File: src/rtl/core/fsmatch_pkg.sv
// Shared types and constants for the first-substring-match block.
`default_nettype none
package fsmatch_pkg;

  // Fixed field and register widths
  localparam int unsigned TEXT_W    = 8;
  localparam int unsigned INDEX_W   = 16;
  localparam int unsigned CFG_W     = 64;
  localparam int unsigned CFG_IDX_W = 2;
  localparam int unsigned LEN_W     = 5;
  localparam int unsigned PAT_BYTES = 16;
  localparam int unsigned PAT_SEL_W = 4;

  // Configuration register indexes
  localparam logic [CFG_IDX_W-1:0] REG_PAT_LOW  = 2'd0;
  localparam logic [CFG_IDX_W-1:0] REG_PAT_HIGH = 2'd1;
  localparam logic [CFG_IDX_W-1:0] REG_PAT_LEN  = 2'd2;

  typedef struct packed {
    logic [TEXT_W-1:0] text_char;
    logic              last_char;
  } in_req_t;

  typedef struct packed {
    logic               match_found;
    logic [INDEX_W-1:0] match_index;
    logic               count_overflow;
  } out_req_t;

endpackage
`default_nettype wire

File: src/rtl/core/fsmatch_cell.sv
// One window cell: holds a character and compares its next value to a pattern character.
`default_nettype none
module fsmatch_cell #(
  parameter int unsigned CHAR_BITS = 8
) (
  input  logic                              clk_i,
  input  logic                              rst_ni,
  input  logic                              shift_i,
  input  logic [CHAR_BITS-1:0]              char_i,
  input  logic [fsmatch_pkg::TEXT_W-1:0]    pat_i,
  input  logic                              active_i,
  output logic [CHAR_BITS-1:0]              char_o,
  output logic                              hit_o
);
  import fsmatch_pkg::*;

  logic [CHAR_BITS-1:0] char_q, char_d;

  assign char_d = shift_i ? char_i : char_q;

  always_ff @(posedge clk_i or negedge rst_ni) begin
    if (!rst_ni) begin
      char_q <= '0;
    end else begin
      char_q <= char_d;
    end
  end

  // compare against the value entering this cell (window after the shift)
  assign hit_o  = !active_i || (char_i == CHAR_BITS'(pat_i));
  assign char_o = char_q;

endmodule
`default_nettype wire

File: src/rtl/core/fsmatch_pattern.sv
// Pattern registers, effective length and per-cell pattern character alignment.
`default_nettype none
module fsmatch_pattern #(
  parameter int unsigned PATTERN_MAX = 16
) (
  input  logic                                              clk_i,
  input  logic                                              rst_ni,
  input  logic                                              cfg_we_i,
  input  logic [fsmatch_pkg::CFG_IDX_W-1:0]                 cfg_idx_i,
  input  logic [fsmatch_pkg::CFG_W-1:0]                     cfg_data_i,
  output logic [fsmatch_pkg::LEN_W-1:0]                     eff_len_o,
  output logic [PATTERN_MAX-1:0][fsmatch_pkg::TEXT_W-1:0]   cell_pat_o,
  output logic [PATTERN_MAX-1:0]                            cell_active_o
);
  import fsmatch_pkg::*;

  logic [CFG_W-1:0] pat_low_q, pat_high_q;
  logic [LEN_W-1:0] pat_len_q;
  logic [PAT_BYTES-1:0][TEXT_W-1:0] pat_bytes;
  logic [LEN_W-1:0] lim;
  logic [LEN_W-1:0] eff_len;
  logic [LEN_W-1:0] sel_full;

  always_ff @(posedge clk_i or negedge rst_ni) begin
    if (!rst_ni) begin
      pat_low_q  <= '0;
      pat_high_q <= '0;
      pat_len_q  <= '0;
    end else if (cfg_we_i) begin
      case (cfg_idx_i)
        REG_PAT_LOW:  pat_low_q  <= cfg_data_i;
        REG_PAT_HIGH: pat_high_q <= cfg_data_i;
        REG_PAT_LEN:  pat_len_q  <= cfg_data_i[LEN_W-1:0];
        default: ;
      endcase
    end
  end

  assign pat_bytes = {pat_high_q, pat_low_q};
  assign lim = (pat_len_q > LEN_W'(PATTERN_MAX)) ? LEN_W'(PATTERN_MAX) : pat_len_q;

  // length stops at the first zero byte
  always_comb begin
    eff_len = lim;
    for (int k = PATTERN_MAX - 1; k >= 0; k--) begin
      if ((LEN_W'(k) < lim) && (pat_bytes[k] == '0)) begin
        eff_len = LEN_W'(k);
      end
    end
  end

  // cell i holds the character that lines up with pattern position len-1-i
  always_comb begin
    sel_full = '0;
    for (int i = 0; i < PATTERN_MAX; i++) begin
      sel_full         = eff_len - LEN_W'(i) - LEN_W'(1);
      cell_pat_o[i]    = pat_bytes[sel_full[PAT_SEL_W-1:0]];
      cell_active_o[i] = LEN_W'(i) < eff_len;
    end
  end

  assign eff_len_o = eff_len;

endmodule
`default_nettype wire

File: src/rtl/core/first_substring_match.sv
// Top level of the streaming first-substring-match block.
//
//   channel  | handshake                | payload
//   ---------+--------------------------+-------------------------------------
//   input    | in_valid_i / in_ready_o  | in_req_i  : text_char, last_char
//   output   | out_valid_o / out_ready_i| out_req_o : match_found, match_index,
//            |                          |             count_overflow
//   config   | cfg_we_i (no wait)       | cfg_idx_i, cfg_data_i
//
// One character per cycle. A row of PATTERN_MAX cells shifts the window and
// compares all positions in the same cycle; the result of a text shows in the
// output register the cycle after its last character is taken.
// Input stalls only while a result sits in the output register and is not taken.
// Reset clears pattern registers, window, per-text state and the output valid.
`default_nettype none
module first_substring_match #(
  parameter int unsigned PATTERN_MAX = 16,
  parameter int unsigned CHAR_BITS   = 8,
  parameter int unsigned INDEX_BITS  = 16
) (
  input  logic                              clk_i,
  input  logic                              rst_ni,
  input  logic                              in_valid_i,
  output logic                              in_ready_o,
  input  fsmatch_pkg::in_req_t              in_req_i,
  output logic                              out_valid_o,
  input  logic                              out_ready_i,
  output fsmatch_pkg::out_req_t             out_req_o,
  input  logic                              cfg_we_i,
  input  logic [fsmatch_pkg::CFG_IDX_W-1:0] cfg_idx_i,
  input  logic [fsmatch_pkg::CFG_W-1:0]     cfg_data_i
);
  import fsmatch_pkg::*;

  // position counter holds one bit more than the index, so that starts past
  // the index range are detected by its top bit
  localparam int unsigned SEEN_W = INDEX_BITS + 1;
  localparam logic [SEEN_W-1:0] SEEN_CAP =
    SEEN_W'((64'd1 << INDEX_BITS) + 64'(PATTERN_MAX));

  logic [LEN_W-1:0]                       eff_len;
  logic [PATTERN_MAX-1:0][TEXT_W-1:0]     cell_pat;
  logic [PATTERN_MAX-1:0]                 cell_active;
  logic [PATTERN_MAX-1:0][CHAR_BITS-1:0]  cell_in;
  logic [PATTERN_MAX-1:0][CHAR_BITS-1:0]  cell_q;
  logic [PATTERN_MAX-1:0]                 cell_hit;

  logic accept, char_zero, take_char, last;
  logic [SEEN_W-1:0] seen_q, seen_d, seen_new, start;
  logic hit_q, hit_d, ended_q, ended_d, sat_q, sat_d;
  logic [INDEX_BITS-1:0] idx_q, idx_d;
  logic check;

  logic     out_valid_q, out_valid_d;
  out_req_t out_q, out_d;

  fsmatch_pattern #(
    .PATTERN_MAX(PATTERN_MAX)
  ) u_pattern (
    .clk_i        (clk_i),
    .rst_ni       (rst_ni),
    .cfg_we_i     (cfg_we_i),
    .cfg_idx_i    (cfg_idx_i),
    .cfg_data_i   (cfg_data_i),
    .eff_len_o    (eff_len),
    .cell_pat_o   (cell_pat),
    .cell_active_o(cell_active)
  );

  // request handshake; input waits only while a held result is not taken
  assign in_ready_o = !out_valid_q || out_ready_i;
  assign accept     = in_valid_i && in_ready_o;
  assign char_zero  = (in_req_i.text_char == '0);
  assign take_char  = accept && !ended_q && !char_zero;
  assign last       = in_req_i.last_char;

  // window chain, newest character enters cell 0
  for (genvar i = 0; i < PATTERN_MAX; i++) begin : g_cell
    if (i == 0) begin : g_head
      assign cell_in[i] = CHAR_BITS'(in_req_i.text_char);
    end else begin : g_body
      assign cell_in[i] = cell_q[i-1];
    end
    fsmatch_cell #(
      .CHAR_BITS(CHAR_BITS)
    ) u_cell (
      .clk_i   (clk_i),
      .rst_ni  (rst_ni),
      .shift_i (take_char),
      .char_i  (cell_in[i]),
      .pat_i   (cell_pat[i]),
      .active_i(cell_active[i]),
      .char_o  (cell_q[i]),
      .hit_o   (cell_hit[i])
    );
  end

  assign seen_new = (seen_q < SEEN_CAP) ? seen_q + SEEN_W'(1) : seen_q;
  assign start    = seen_new - SEEN_W'(eff_len);
  assign check    = take_char && !hit_q && (eff_len != '0) &&
                    (seen_new >= SEEN_W'(eff_len));

  // per-text state after this character
  always_comb begin
    seen_d  = seen_q;
    hit_d   = hit_q;
    idx_d   = idx_q;
    ended_d = ended_q;
    sat_d   = sat_q;
    if (accept && !ended_q && char_zero) begin
      ended_d = 1'b1;
    end
    if (take_char) begin
      seen_d = seen_new;
    end
    if (check) begin
      if (start[SEEN_W-1]) begin
        sat_d = 1'b1;
      end else if (&cell_hit) begin
        hit_d = 1'b1;
        idx_d = start[INDEX_BITS-1:0];
      end
    end
  end

  // result from the state after the last character
  always_comb begin
    out_d.match_found    = hit_d;
    out_d.match_index    = hit_d ? INDEX_W'(idx_d) : '0;
    out_d.count_overflow = sat_d;
  end

  always_comb begin
    out_valid_d = out_valid_q;
    if (accept && last) begin
      out_valid_d = 1'b1;
    end else if (out_ready_i) begin
      out_valid_d = 1'b0;
    end
  end

  always_ff @(posedge clk_i or negedge rst_ni) begin
    if (!rst_ni) begin
      seen_q      <= '0;
      hit_q       <= 1'b0;
      idx_q       <= '0;
      ended_q     <= 1'b0;
      sat_q       <= 1'b0;
      out_valid_q <= 1'b0;
    end else begin
      out_valid_q <= out_valid_d;
      if (accept && last) begin
        seen_q  <= '0;
        hit_q   <= 1'b0;
        idx_q   <= '0;
        ended_q <= 1'b0;
        sat_q   <= 1'b0;
      end else begin
        seen_q  <= seen_d;
        hit_q   <= hit_d;
        idx_q   <= idx_d;
        ended_q <= ended_d;
        sat_q   <= sat_d;
      end
    end
  end

  always_ff @(posedge clk_i) begin
    if (accept && last) begin
      out_q <= out_d;
    end
  end

  assign out_valid_o = out_valid_q;
  assign out_req_o   = out_q;

endmodule
`default_nettype wire
File: config.mk
export PLATFORM = sky130hd
export DESIGN_NAME = first_substring_match
export DESIGN_NICKNAME = d
export VERILOG_FILES = /design/src/rtl/core/fsmatch_pkg.sv /design/src/rtl/core/fsmatch_cell.sv /design/src/rtl/core/fsmatch_pattern.sv /design/src/rtl/core/first_substring_match.sv
export SDC_FILE = /design/constraint.sdc
export NUM_CORES = 1
export LEC_CHECK = 0
export BUFFER_PORTS_ARGS = -buffer_cell sky130_fd_sc_hd__buf_4
export CAP_MARGIN = 20
export CELL_PAD_IN_SITES_DETAIL_PLACEMENT = 2
export CELL_PAD_IN_SITES_GLOBAL_PLACEMENT = 2
export CORE_AREA = 3 3 277 306
export DETAILED_ROUTE_END_ITERATION = 10
export DIE_AREA = 0 0 280 309
export GPL_TIMING_DRIVEN = 0
export PLACE_DENSITY_LB_ADDON = 0.1
export SYNTH_ARGS = -nofsm -noshare
export SYNTH_HDL_FRONTEND = slang
export SYNTH_HIERARCHICAL = 1
export SYNTH_SLANG_ARGS = --single-unit
File: constraint.sdc
create_clock -name clk_i -period 7.4 [get_ports clk_i]
set_input_delay 0 -clock clk_i [delete_from_list [all_inputs] [get_ports clk_i]]
set_output_delay 0 -clock clk_i [all_outputs]
set_load 0.005 [all_outputs]
==> summary.txt, run 1 <==
GRT Residual Overflow: 0
Pwr Total: 13.8 mW
I/O pins: 100
Tmin final: 7.21 ns
via count: 20500
Pre-antenna DRT Iters: 7
largest fanout on the critical path: 14
DP HPWL: 99500 um
worst rel slew slack: 29.2%
DRC: 0
CP arrival: 7.63 ns
Final Cycle Share: 97.4%
design area: 28900 um^2
actual slew at the worst max-slew pin: 1.06 ns
Buffers on Ports: 99
largest net degree at the start of global routing: 108
CP Class: reg2reg
Setup-failing EPs final: 0
Worst R2R Path Depth: 24
die width: 280 um
initial antenna violation count: 3
vias in the first global route: 22000
Final Hold Fails: 0
fin util: 35.3%
Syn Area/Cell: 10.9 um^2
root buf cell: clkbuf_16
share of cells above drive strength 1: 27.5%
global-route usage over all layers: 29.3%
CP Capture Type: flip-flop
Routed Antenna Nets: 0
std cell rows: 110
Fmax: 0.139 GHz
WL final: 128000 um
Core ar.: 81900 um^2
clock sink count: 308
pwr dens: 477 nW/um^2
clk slew on worst S/H paths: 0.06 ns
Yosys warnings: 6
clock skew: 0.0106 ns
Synth-to-Final Area Change: 19.8%
CTS tree: built
WL per Instance: 36.3 um
fin. max-slew vios: 0
clk_lat worst skew: 0.58 ns
die height: 309 um
Hold Crit Class: in2async
Syn Inst Count: 2220
dpl cell area: 26300 um^2
Mapped Area: 24100 um^2
Avg Vias per Cell: 5.78
routability cong.: 0.969
die area: 86500 um^2
CTS max path bufs: 3
first-pass GRT wire length: 178000 um
VDD IR max: 0.217 mV
Max-cap violations: 0
outcome: finished, final reports clean
Initial Util: 29.5%
CP Data Required Time: 7.82 ns
leakage power: 13.1 nW
DRC violation total after the first TritonRoute iteration: 1472
CTS Buf Count: 38
NumNets Final: 2545
H-tree depth: 2
Syn Nets: 2316
CP Launch Type: flip-flop
[state kept, by name, indices dropped and copies added, names as in the netlist]
signal and cells:
g_cell.u_cell/char_o 120, u_pattern/pat_high_q 64, u_pattern/pat_low_q 64, out_req_o 18, seen_q 17, idx_q 16
u_pattern/pat_len_q 5, ended_q 1, hit_q 1, out_valid_o 1, sat_q 1
[critical path, cell delays in order, from the launching register on]
cell and delay [ns]:
dfrtp_1 0.60, nor4_1 0.60, o211ai_1 0.25, nand2_1 0.19, o21bai_1 0.15, a211oi_1 0.10
o211ai_1 0.40, clkbuf_4 0.44, clkinvlp_4 0.32, ha_2 0.35, xor2_4 0.30, or2_1 0.15
clkbuf_1 0.29, clkbuf_2 0.33, o22ai_1 0.15, nor2_2 0.34, xnor2_1 0.19, nand4_1 0.22
o21ai_1 0.25, nand4_1 0.12, nor4_1 0.36, buf_2 0.23, o211a_2 0.29, buf_6 0.19
a22o_1 0.19
[cell type report]
| cell class | count | area [um^2] |
|---|---|---|
| fillers | 8694 | 53000 |
| multi-input cells | 1729 | 15600 |
| flip-flops and latches | 308 | 7820 |
| repair buffers | 191 | 1700 |
| well taps | 1064 | 1330 |
| clock buffers | 57 | 1160 |
| plain buffers | 157 | 1000 |
| clock inverters | 12 | 165 |
| inverters | 24 | 96.3 |
| diodes | 1 | 2.50 |
[placed cells by master (no fill, tap or decap), types with 41 or more instances in the layout]
master,instances
buf_4,128
buf_2,49
nand2_1,140
mux2i_1,516
dlygate4sd3_1,79
o22ai_1,65
mux2_2,162
nand4_1,41
mux2_4,120
clkbuf_1,48
dfrtp_1,275
xnor2_1,140
[power by group]
group / switching [mW] / internal [mW]
clock: 0.809 / 1.20
combinational: 4.81 / 3.62
sequential: 1.22 / 2.13
total: 6.84 / 6.95
[final timing paths]
kind	slack, ns	start	to
setup / recovery	0.19	u_pattern/pat_high_q[9]	out_req_o[5]
min in group clk_i	0.20	cfg_data_i[48]	u_pattern/pat_low_q[48]
hold / removal	0.03	rst_ni	g_cell[5].u_cell/char_o[7]
setup reg to reg	0.19	u_pattern/pat_high_q[9]	out_req_o[5]
max in group asynchronous	6.25	rst_ni	u_pattern/pat_low_q[50]
hold reg to reg	0.53	idx_q[0]	idx_q[0]
[stage by stage]
step / hold slack [ns] / setup slack, ns / setup TNS, ns / cells
2_1_floorplan: -0.296 / 1.80 / 0 / 2220
3_3_place_gp: 0.243 / -1.66 / -50.66 / 3383
5_1_grt: 0.0616 / -0.00129 / -0.00129 / 3542
3_5_place_dp: 0.0506 / -1.11 / -31.39 / 3391
6_report: 0.0294 / 0.190 / 0 / 3543
4_1_cts: 0.0254 / 0.0123 / 0 / 3541
[routing by layer]
metal,vias to the layer above,global-route usage [%],part of all wire (%)
li1,8803,-,-
met1,10800,37.3,42
met2,611,48.6,47
met3,236,3.80,4.4
met4,2,15.2,6.2
met5,-,0,0.0093
[timing repair]
action / in CTS / in global routing
buffers inserted: 4 / 1
endpoints found under the setup margin: 34 / 34
pin swaps: 2 / 1
resized for setup: 77 / 40
endpoints found under the hold margin: 238 / 0
hold buffers: 79 / 0
Note: power is estimated with default switching activity, not from simulation.
==> run 2, diff against run 1 <==
--- a/config.mk
+++ b/config.mk
@@ -5,13 +5,13 @@
 export SDC_FILE = /design/constraint.sdc
 export NUM_CORES = 1
 export LEC_CHECK = 0
-export BUFFER_PORTS_ARGS = -buffer_cell sky130_fd_sc_hd__buf_4
 export CAP_MARGIN = 20
 export CELL_PAD_IN_SITES_DETAIL_PLACEMENT = 2
 export CELL_PAD_IN_SITES_GLOBAL_PLACEMENT = 2
 export CORE_AREA = 3 3 277 306
 export DETAILED_ROUTE_END_ITERATION = 10
 export DIE_AREA = 0 0 280 309
+export DONT_BUFFER_PORTS = 1
 export GPL_TIMING_DRIVEN = 0
 export PLACE_DENSITY_LB_ADDON = 0.1
 export SYNTH_ARGS = -nofsm -noshare
==> summary.txt, run 2 (synthesis results as in run 1) <==
share of cells above drive strength 1: 23.7% (-3.8 points)
CP Capture Type: flip-flop
Setup-failing EPs final: 0 (unchanged)
actual slew at the worst max-slew pin: 1.02 ns (-0.0454 ns)
routability cong.: 0.992 (+2.4%)
RSZ-0062 raised after global routing: no
Initial Util: 29.5% (unchanged)
CP arrival: 7.63 ns (about the same)
leakage power: 12.6 nW (-3.5%)
clock sink count: 308 (unchanged)
Avg Vias per Cell: 5.79 (+0.11%)
DRC violation total after the first TritonRoute iteration: 1427 (-3.1%)
WL per Instance: 36.7 um (+1.2%)
Synth-to-Final Area Change: 16.2%
Final Hold Fails: 0 (unchanged)
most common cell after layout, fill and taps aside: mux2i_1
via count: 19900 (-2.7%)
Tmin final: 7.21 ns (-0.00182 ns)
Hold Crit Class: in2async
Int Pwr: 6.76 mW (-2.7%)
largest fanout on the critical path: 14 (unchanged)
Fin Setup TNS: 0 ns (unchanged)
max reg flops: 120 (unchanged)
CTS Buf Count: 40 (+5.3%)
antenna fix cells: 0 (-1)
Fmax: 0.139 GHz (about the same)
die width: 280 um (unchanged)
DRC: 0 (unchanged)
Net Sw Frac: 50.1% (+0.48 points)
Buffers on Ports: 0 (-100%)
CP Launch Type: flip-flop
clk slew on worst S/H paths: 0.06 ns (about the same)
global-route usage over all layers: 28.8% (-0.47 points)
WL final: 126000 um (-1.6%)
pwr dens: 483 nW/um^2 (+1.3%)
most frequent cells in the layout: mux2i_1 (532), dfrtp_1 (281), mux2_2 (162), xnor2_1 (140), nand2_1 (140)
Worst R2R Path Depth: 24 (unchanged)
Pwr Total: 13.5 mW (-1.7%)
H-tree depth: 2 (unchanged)
initial antenna violation count: 3 (unchanged)
root buf cell: clkbuf_16
clk_lat worst skew: 0.58 ns (about the same)
clock skew: 0.0233 ns (+0.0127 ns)
VDD IR max: 0.179 mV (-17%)
Routed Antenna Nets: 0 (unchanged)
Pre-antenna DRT Iters: 5 (-2)
fin. max-slew vios: 0 (unchanged)
CTS tree: built
std cell rows: 110 (unchanged)
vias in the first global route: 21300 (-3.2%)
CP Data Required Time: 7.83 ns (about the same)
DP HPWL: 99100 um (-0.38%)
Clk pwr share: 14.1% (-0.5 points)
CP Class: reg2reg
Core ar.: 81900 um^2 (unchanged)
largest net degree at the start of global routing: 291 (+170%)
Comb pwr share: 62.0% (+0.8 points)
first-pass GRT wire length: 175000 um (-1.4%)
Psw: 6.78 mW (-0.79%)
worst rel slew slack: 32.2% (+3.0 points)
GRT Residual Overflow: 0 (unchanged)
sequential group share of total power: 23.9% (-0.3 points)
I/O pins: 100 (unchanged)
die area: 86500 um^2 (unchanged)
die height: 309 um (unchanged)
Max-cap violations: 0 (unchanged)
worst hold slack: 0.0545 ns (+0.0251 ns)
outcome: finished, final reports clean
NumNets Final: 2447 (-3.9%)
Final Cycle Share: 97.4% (about the same)
CTS max path bufs: 3 (unchanged)
==> run 2: path summary, 6_finish.rpt <==
| kind | from | slack, ns | end |
|---|---|---|---|
| worst max register to register | u_pattern/pat_high_q[50] | 0.19 | out_req_o[5] |
| worst max-delay path | u_pattern/pat_high_q[50] | 0.19 | out_req_o[5] |
| max in group asynchronous | rst_ni | 5.94 | u_pattern/pat_low_q[54] |
| min in group clk_i | cfg_idx_i[1] | 0.09 | u_pattern/pat_low_q[2] |
| worst min register to register | idx_q[15] | 0.53 | idx_q[15] |
| worst min-delay path | rst_ni | 0.05 | g_cell[2].u_cell/char_o[1] |
==> run 2: worst max-delay path, stage by stage, from the launching register on <==
cell and delay (ns):
dfrtp_1 0.64, or4_1 0.67, a2111oi_4 0.43, a211oi_1 0.12, a211oi_2 0.44, o21bai_1 0.16, buf_2 0.27, inv_2 0.09
buf_2 0.24, buf_4 0.29, ha_2 0.38, xor2_4 0.32, nand2b_2 0.31, clkbuf_2 0.30, o22ai_1 0.10, nor2_1 0.40
xnor2_1 0.18, nand4_1 0.09, o21ai_1 0.28, nand4_1 0.19, nor4_4 0.29, buf_4 0.18, o211a_2 0.27, buf_6 0.19
a22o_1 0.21
==> run 2: timing repair <==
action,CTS,global route
hold buffers,82,0
hold endpoints to repair,447,0
resized for setup,54,40
pin swaps,3,0
buffers inserted,6,1
endpoints found under the setup margin,34,34
==> run 2: layout make-up <==
class,instances,area (um^2)
Inverter,24,92.6
Multi-Input combinational cell,1729,15600
Clock inverter,13,83.8
Tap cell,1064,1330
Clock buffer,58,1190
Sequential cell,308,7810
Fill cell,8670,53800
Buffer,154,972
Timing Repair Buffer,94,966
==> run 2: metal layers <==
metal | routed length, um | share of wire (%) | up-vias | GRT usage (%)
li1 | - | - | 8584 | -
met5 | 0 | 0 | - | 0
met4 | 7280 | 5.8 | 0 | 14.0
met2 | 60300 | 48 | 588 | 48.8
met1 | 53400 | 42 | 10600 | 36.4
met3 | 5390 | 4.3 | 214 | 3.54
==> run 2: power by group through the flow <==
| stage | clock network [mW] | registers (mW) | logic, mW |
|---|---|---|---|
| floorplan | 0 | 2.56 | 5.36 |
| global placement | 0 | 3.22 | 7.70 |
| detailed placement | 0 | 3.23 | 7.87 |
| CTS | 1.97 | 3.22 | 8.22 |
| global route | 2.05 | 3.26 | 8.77 |
| finish | 1.91 | 3.24 | 8.39 |
==> run 2: through the flow <==
| step | util, % | std cells | setup slack (ns) | cell area [um^2] |
|---|---|---|---|---|
| final | 34.2 | 3444 | 0.192 | 28000 |
| after global routing | 34.2 | 3444 | 0.00271 | 28000 |
| after CTS | 34.1 | 3445 | 0.00144 | 27900 |
| after detailed placement | 31.2 | 3288 | -2.11 | 25500 |
| after global placement | 31.1 | 3284 | -1.99 | 25500 |
| after floorplan | - | 2220 | 1.80 | 24100 |
==> run 3, diff against run 2 <==
--- a/config.mk
+++ b/config.mk
@@ -13,6 +13,7 @@
 export DIE_AREA = 0 0 280 309
 export DONT_BUFFER_PORTS = 1
 export GPL_TIMING_DRIVEN = 0
+export HOLD_SLACK_MARGIN = 0.08
 export PLACE_DENSITY_LB_ADDON = 0.1
 export SYNTH_ARGS = -nofsm -noshare
 export SYNTH_HDL_FRONTEND = slang
==> constraint.sdc (replaced) <==
create_clock -name clk_i -period 7.3 [get_ports clk_i]
set_input_delay 0 -clock clk_i [delete_from_list [all_inputs] [get_ports clk_i]]
set_output_delay 0 -clock clk_i [all_outputs]
set_load 0.005 [all_outputs]
==> summary.txt, run 3 (synthesis results as in run 1) <==
std cell rows: 110 (unchanged)
dpl cell area: 25500 um^2 (unchanged)
Final Hold Fails: 0 (unchanged)
CP Launch Type: flip-flop
via count: 20000 (+0.14%)
CTS max path bufs: 3 (unchanged)
Synth-to-Final Area Change: 16.6%
WL final: 126000 um (-0.15%)
setup ws final: 0.144 ns (-0.0485 ns)
vias in the first global route: 21300 (-0.014%)
global-route usage over all layers: 28.8% (about the same)
die height: 309 um (unchanged)
Hold Crit Class: in2async
Tmin final: 7.16 ns (-0.0515 ns)
clk_lat worst skew: 0.58 ns (about the same)
die area: 86500 um^2 (unchanged)
pwr dens: 491 nW/um^2 (+1.6%)
Fmax: 0.140 GHz (+0.72%)
Buffers on Ports: 0 (unchanged)
initial antenna violation count: 3 (unchanged)
CP Capture Type: flip-flop
actual slew at the worst max-slew pin: 1.01 ns (-0.00641 ns)
NumNets Final: 2449 (+0.082%)
CP arrival: 7.58 ns (-0.05 ns)
Finished Layout Cells: 3447 (+0.087%)
Pre-antenna DRT Iters: 5 (unchanged)
design area: 28100 um^2 (+0.35%)
root buf cell: clkbuf_16
GRT Residual Overflow: 0 (unchanged)
clock skew: 0.0218 ns (-0.00159 ns)
CTS Buf Count: 40 (unchanged)
Placed Cells: 3288 (unchanged)
Core ar.: 81900 um^2 (unchanged)
met1 usage: 36.4% (about the same)
Fin Setup TNS: 0 ns (unchanged)
share of cells above drive strength 1: 24.2% (+0.48 points)
Avg Vias per Cell: 5.79 (about the same)
Pwr Total: 13.8 mW (+2.0%)
CTS tree: built
GR peak layer: met2
CP Data Required Time: 7.73 ns (-0.10 ns)
largest net degree at the start of global routing: 291 (unchanged)
DRC: 0 (unchanged)
RSZ-0062 raised after global routing: no
VDD IR max: 0.180 mV (+0.65%)
outcome: finished, final reports clean
most frequent cells in the layout: mux2i_1 (530), dfrtp_1 (277), mux2_2 (162), xnor2_1 (140), nand2_1 (140)
DRC violation total after the first TritonRoute iteration: 1439 (+0.84%)
die width: 280 um (unchanged)
Place WS: -2.21 ns (-0.100 ns)
CP Class: reg2reg
Routed Antenna Nets: 0 (unchanged)
Initial Util: 29.5% (unchanged)
met3 Usage GRT: 3.54% (unchanged)
fin. max-slew vios: 0 (unchanged)
clock sink count: 308 (unchanged)
clk slew on worst S/H paths: 0.06 ns (about the same)
most common cell after layout, fill and taps aside: mux2i_1
DP HPWL: 99100 um (unchanged)
leakage power: 12.6 nW (+0.10%)
routability cong.: 0.992 (unchanged)
Max-cap violations: 0 (unchanged)
H-tree depth: 2 (unchanged)
Setup-failing EPs final: 0 (unchanged)
I/O pins: 100 (unchanged)
WL per Instance: 36.6 um (-0.23%)
met2 Usage GRT: 48.8% (about the same)
Crit path largest cell delay: 0.70 ns (+0.03 ns)
first-pass GRT wire length: 175000 um (about the same)
Final Cycle Share: 98.0% (+0.63 points)
Slowest-stage cell, CP: nor4_2
worst rel slew slack: 32.6% (+0.43 points)
max reg flops: 120 (unchanged)
largest fanout on the critical path: 13 (-1)
-- run 3: changes by cell type in the layout (fill, tap and decap cells not counted), sizes merged --
cell,before,now
buf,114,121
clkbuf,111,106
diode,0,1
-- run 3: area by class of cell --
class                           count  area [um^2]
Fill cell                        8653        53800
Multi-Input combinational cell   1729        15700
Sequential cell                   308         7820
Tap cell                         1064         1330
Clock buffer                       58         1190
Timing Repair Buffer               96          981
Buffer                            154          976
Inverter                           24         92.6
Clock inverter                     13         83.8
Antenna cell                        1         2.50
-- run 3: per-layer routing --
layer / wire [um] / up-vias
met3: 5240 / 229
met5: 0 / -
met4: 7540 / 0
met1: 53200 / 10500
met2: 60200 / 615
li1: - / 8586
-- run 3: what timing repair did --
action                                  4_1_cts  5_1_grt
endpoints found under the setup margin       34       34
cloned                                        0        0
hold buffers                                 82        0
resized for setup                            67       44
setup buffers                                 6        3
hold endpoints to repair                    464        0
pin swaps                                     3        2
-- run 3: final timing paths --
check | depth (start not counted) | slack (ns) | endpoint | start
min | 2 | 0.05 | g_cell[2].u_cell/char_o[1] | rst_ni
min in group clk_i | 3 | 0.09 | u_pattern/pat_low_q[2] | cfg_idx_i[1]
max reg2reg | 25 | 0.14 | out_req_o[5] | u_pattern/pat_low_q[8]
min reg2reg | 2 | 0.53 | idx_q[15] | idx_q[15]
max in group asynchronous | 3 | 5.80 | u_pattern/pat_low_q[53] | rst_ni
max | 25 | 0.14 | out_req_o[5] | u_pattern/pat_low_q[8]
-- run 3: metrics by stage --
stage / utilization, % / hold WS, ns
after global placement: 31.1 / -0.263
final: 34.4 / 0.0506
after CTS: 34.1 / 0.0805
after detailed placement: 31.2 / -0.260
after floorplan: - / -0.296
after global routing: 34.4 / 0.124
-- run 3: critical path: cells and delay by family, from the launching register on --
| kind | cells | cell delay (ns) |
|---|---|---|
| AOI/OAI and AO/OA | 7 | 1.46 |
| buffers and inverters | 9 | 2.30 |
| adders and majority gates | 1 | 0.29 |
| muxes | 3 | 0.91 |
| and+or+nand+nor | 4 | 1.27 |
| DFF | 1 | 0.54 |
| xor gates and xnor gates | 1 | 0.19 |
-- run 3: where the power goes --
part | total, mW | switching, mW | internal [mW]
Combinational | 8.59 | 4.98 | 3.61
Clock | 1.94 | 0.806 | 1.13
Sequential | 3.28 | 1.12 | 2.16
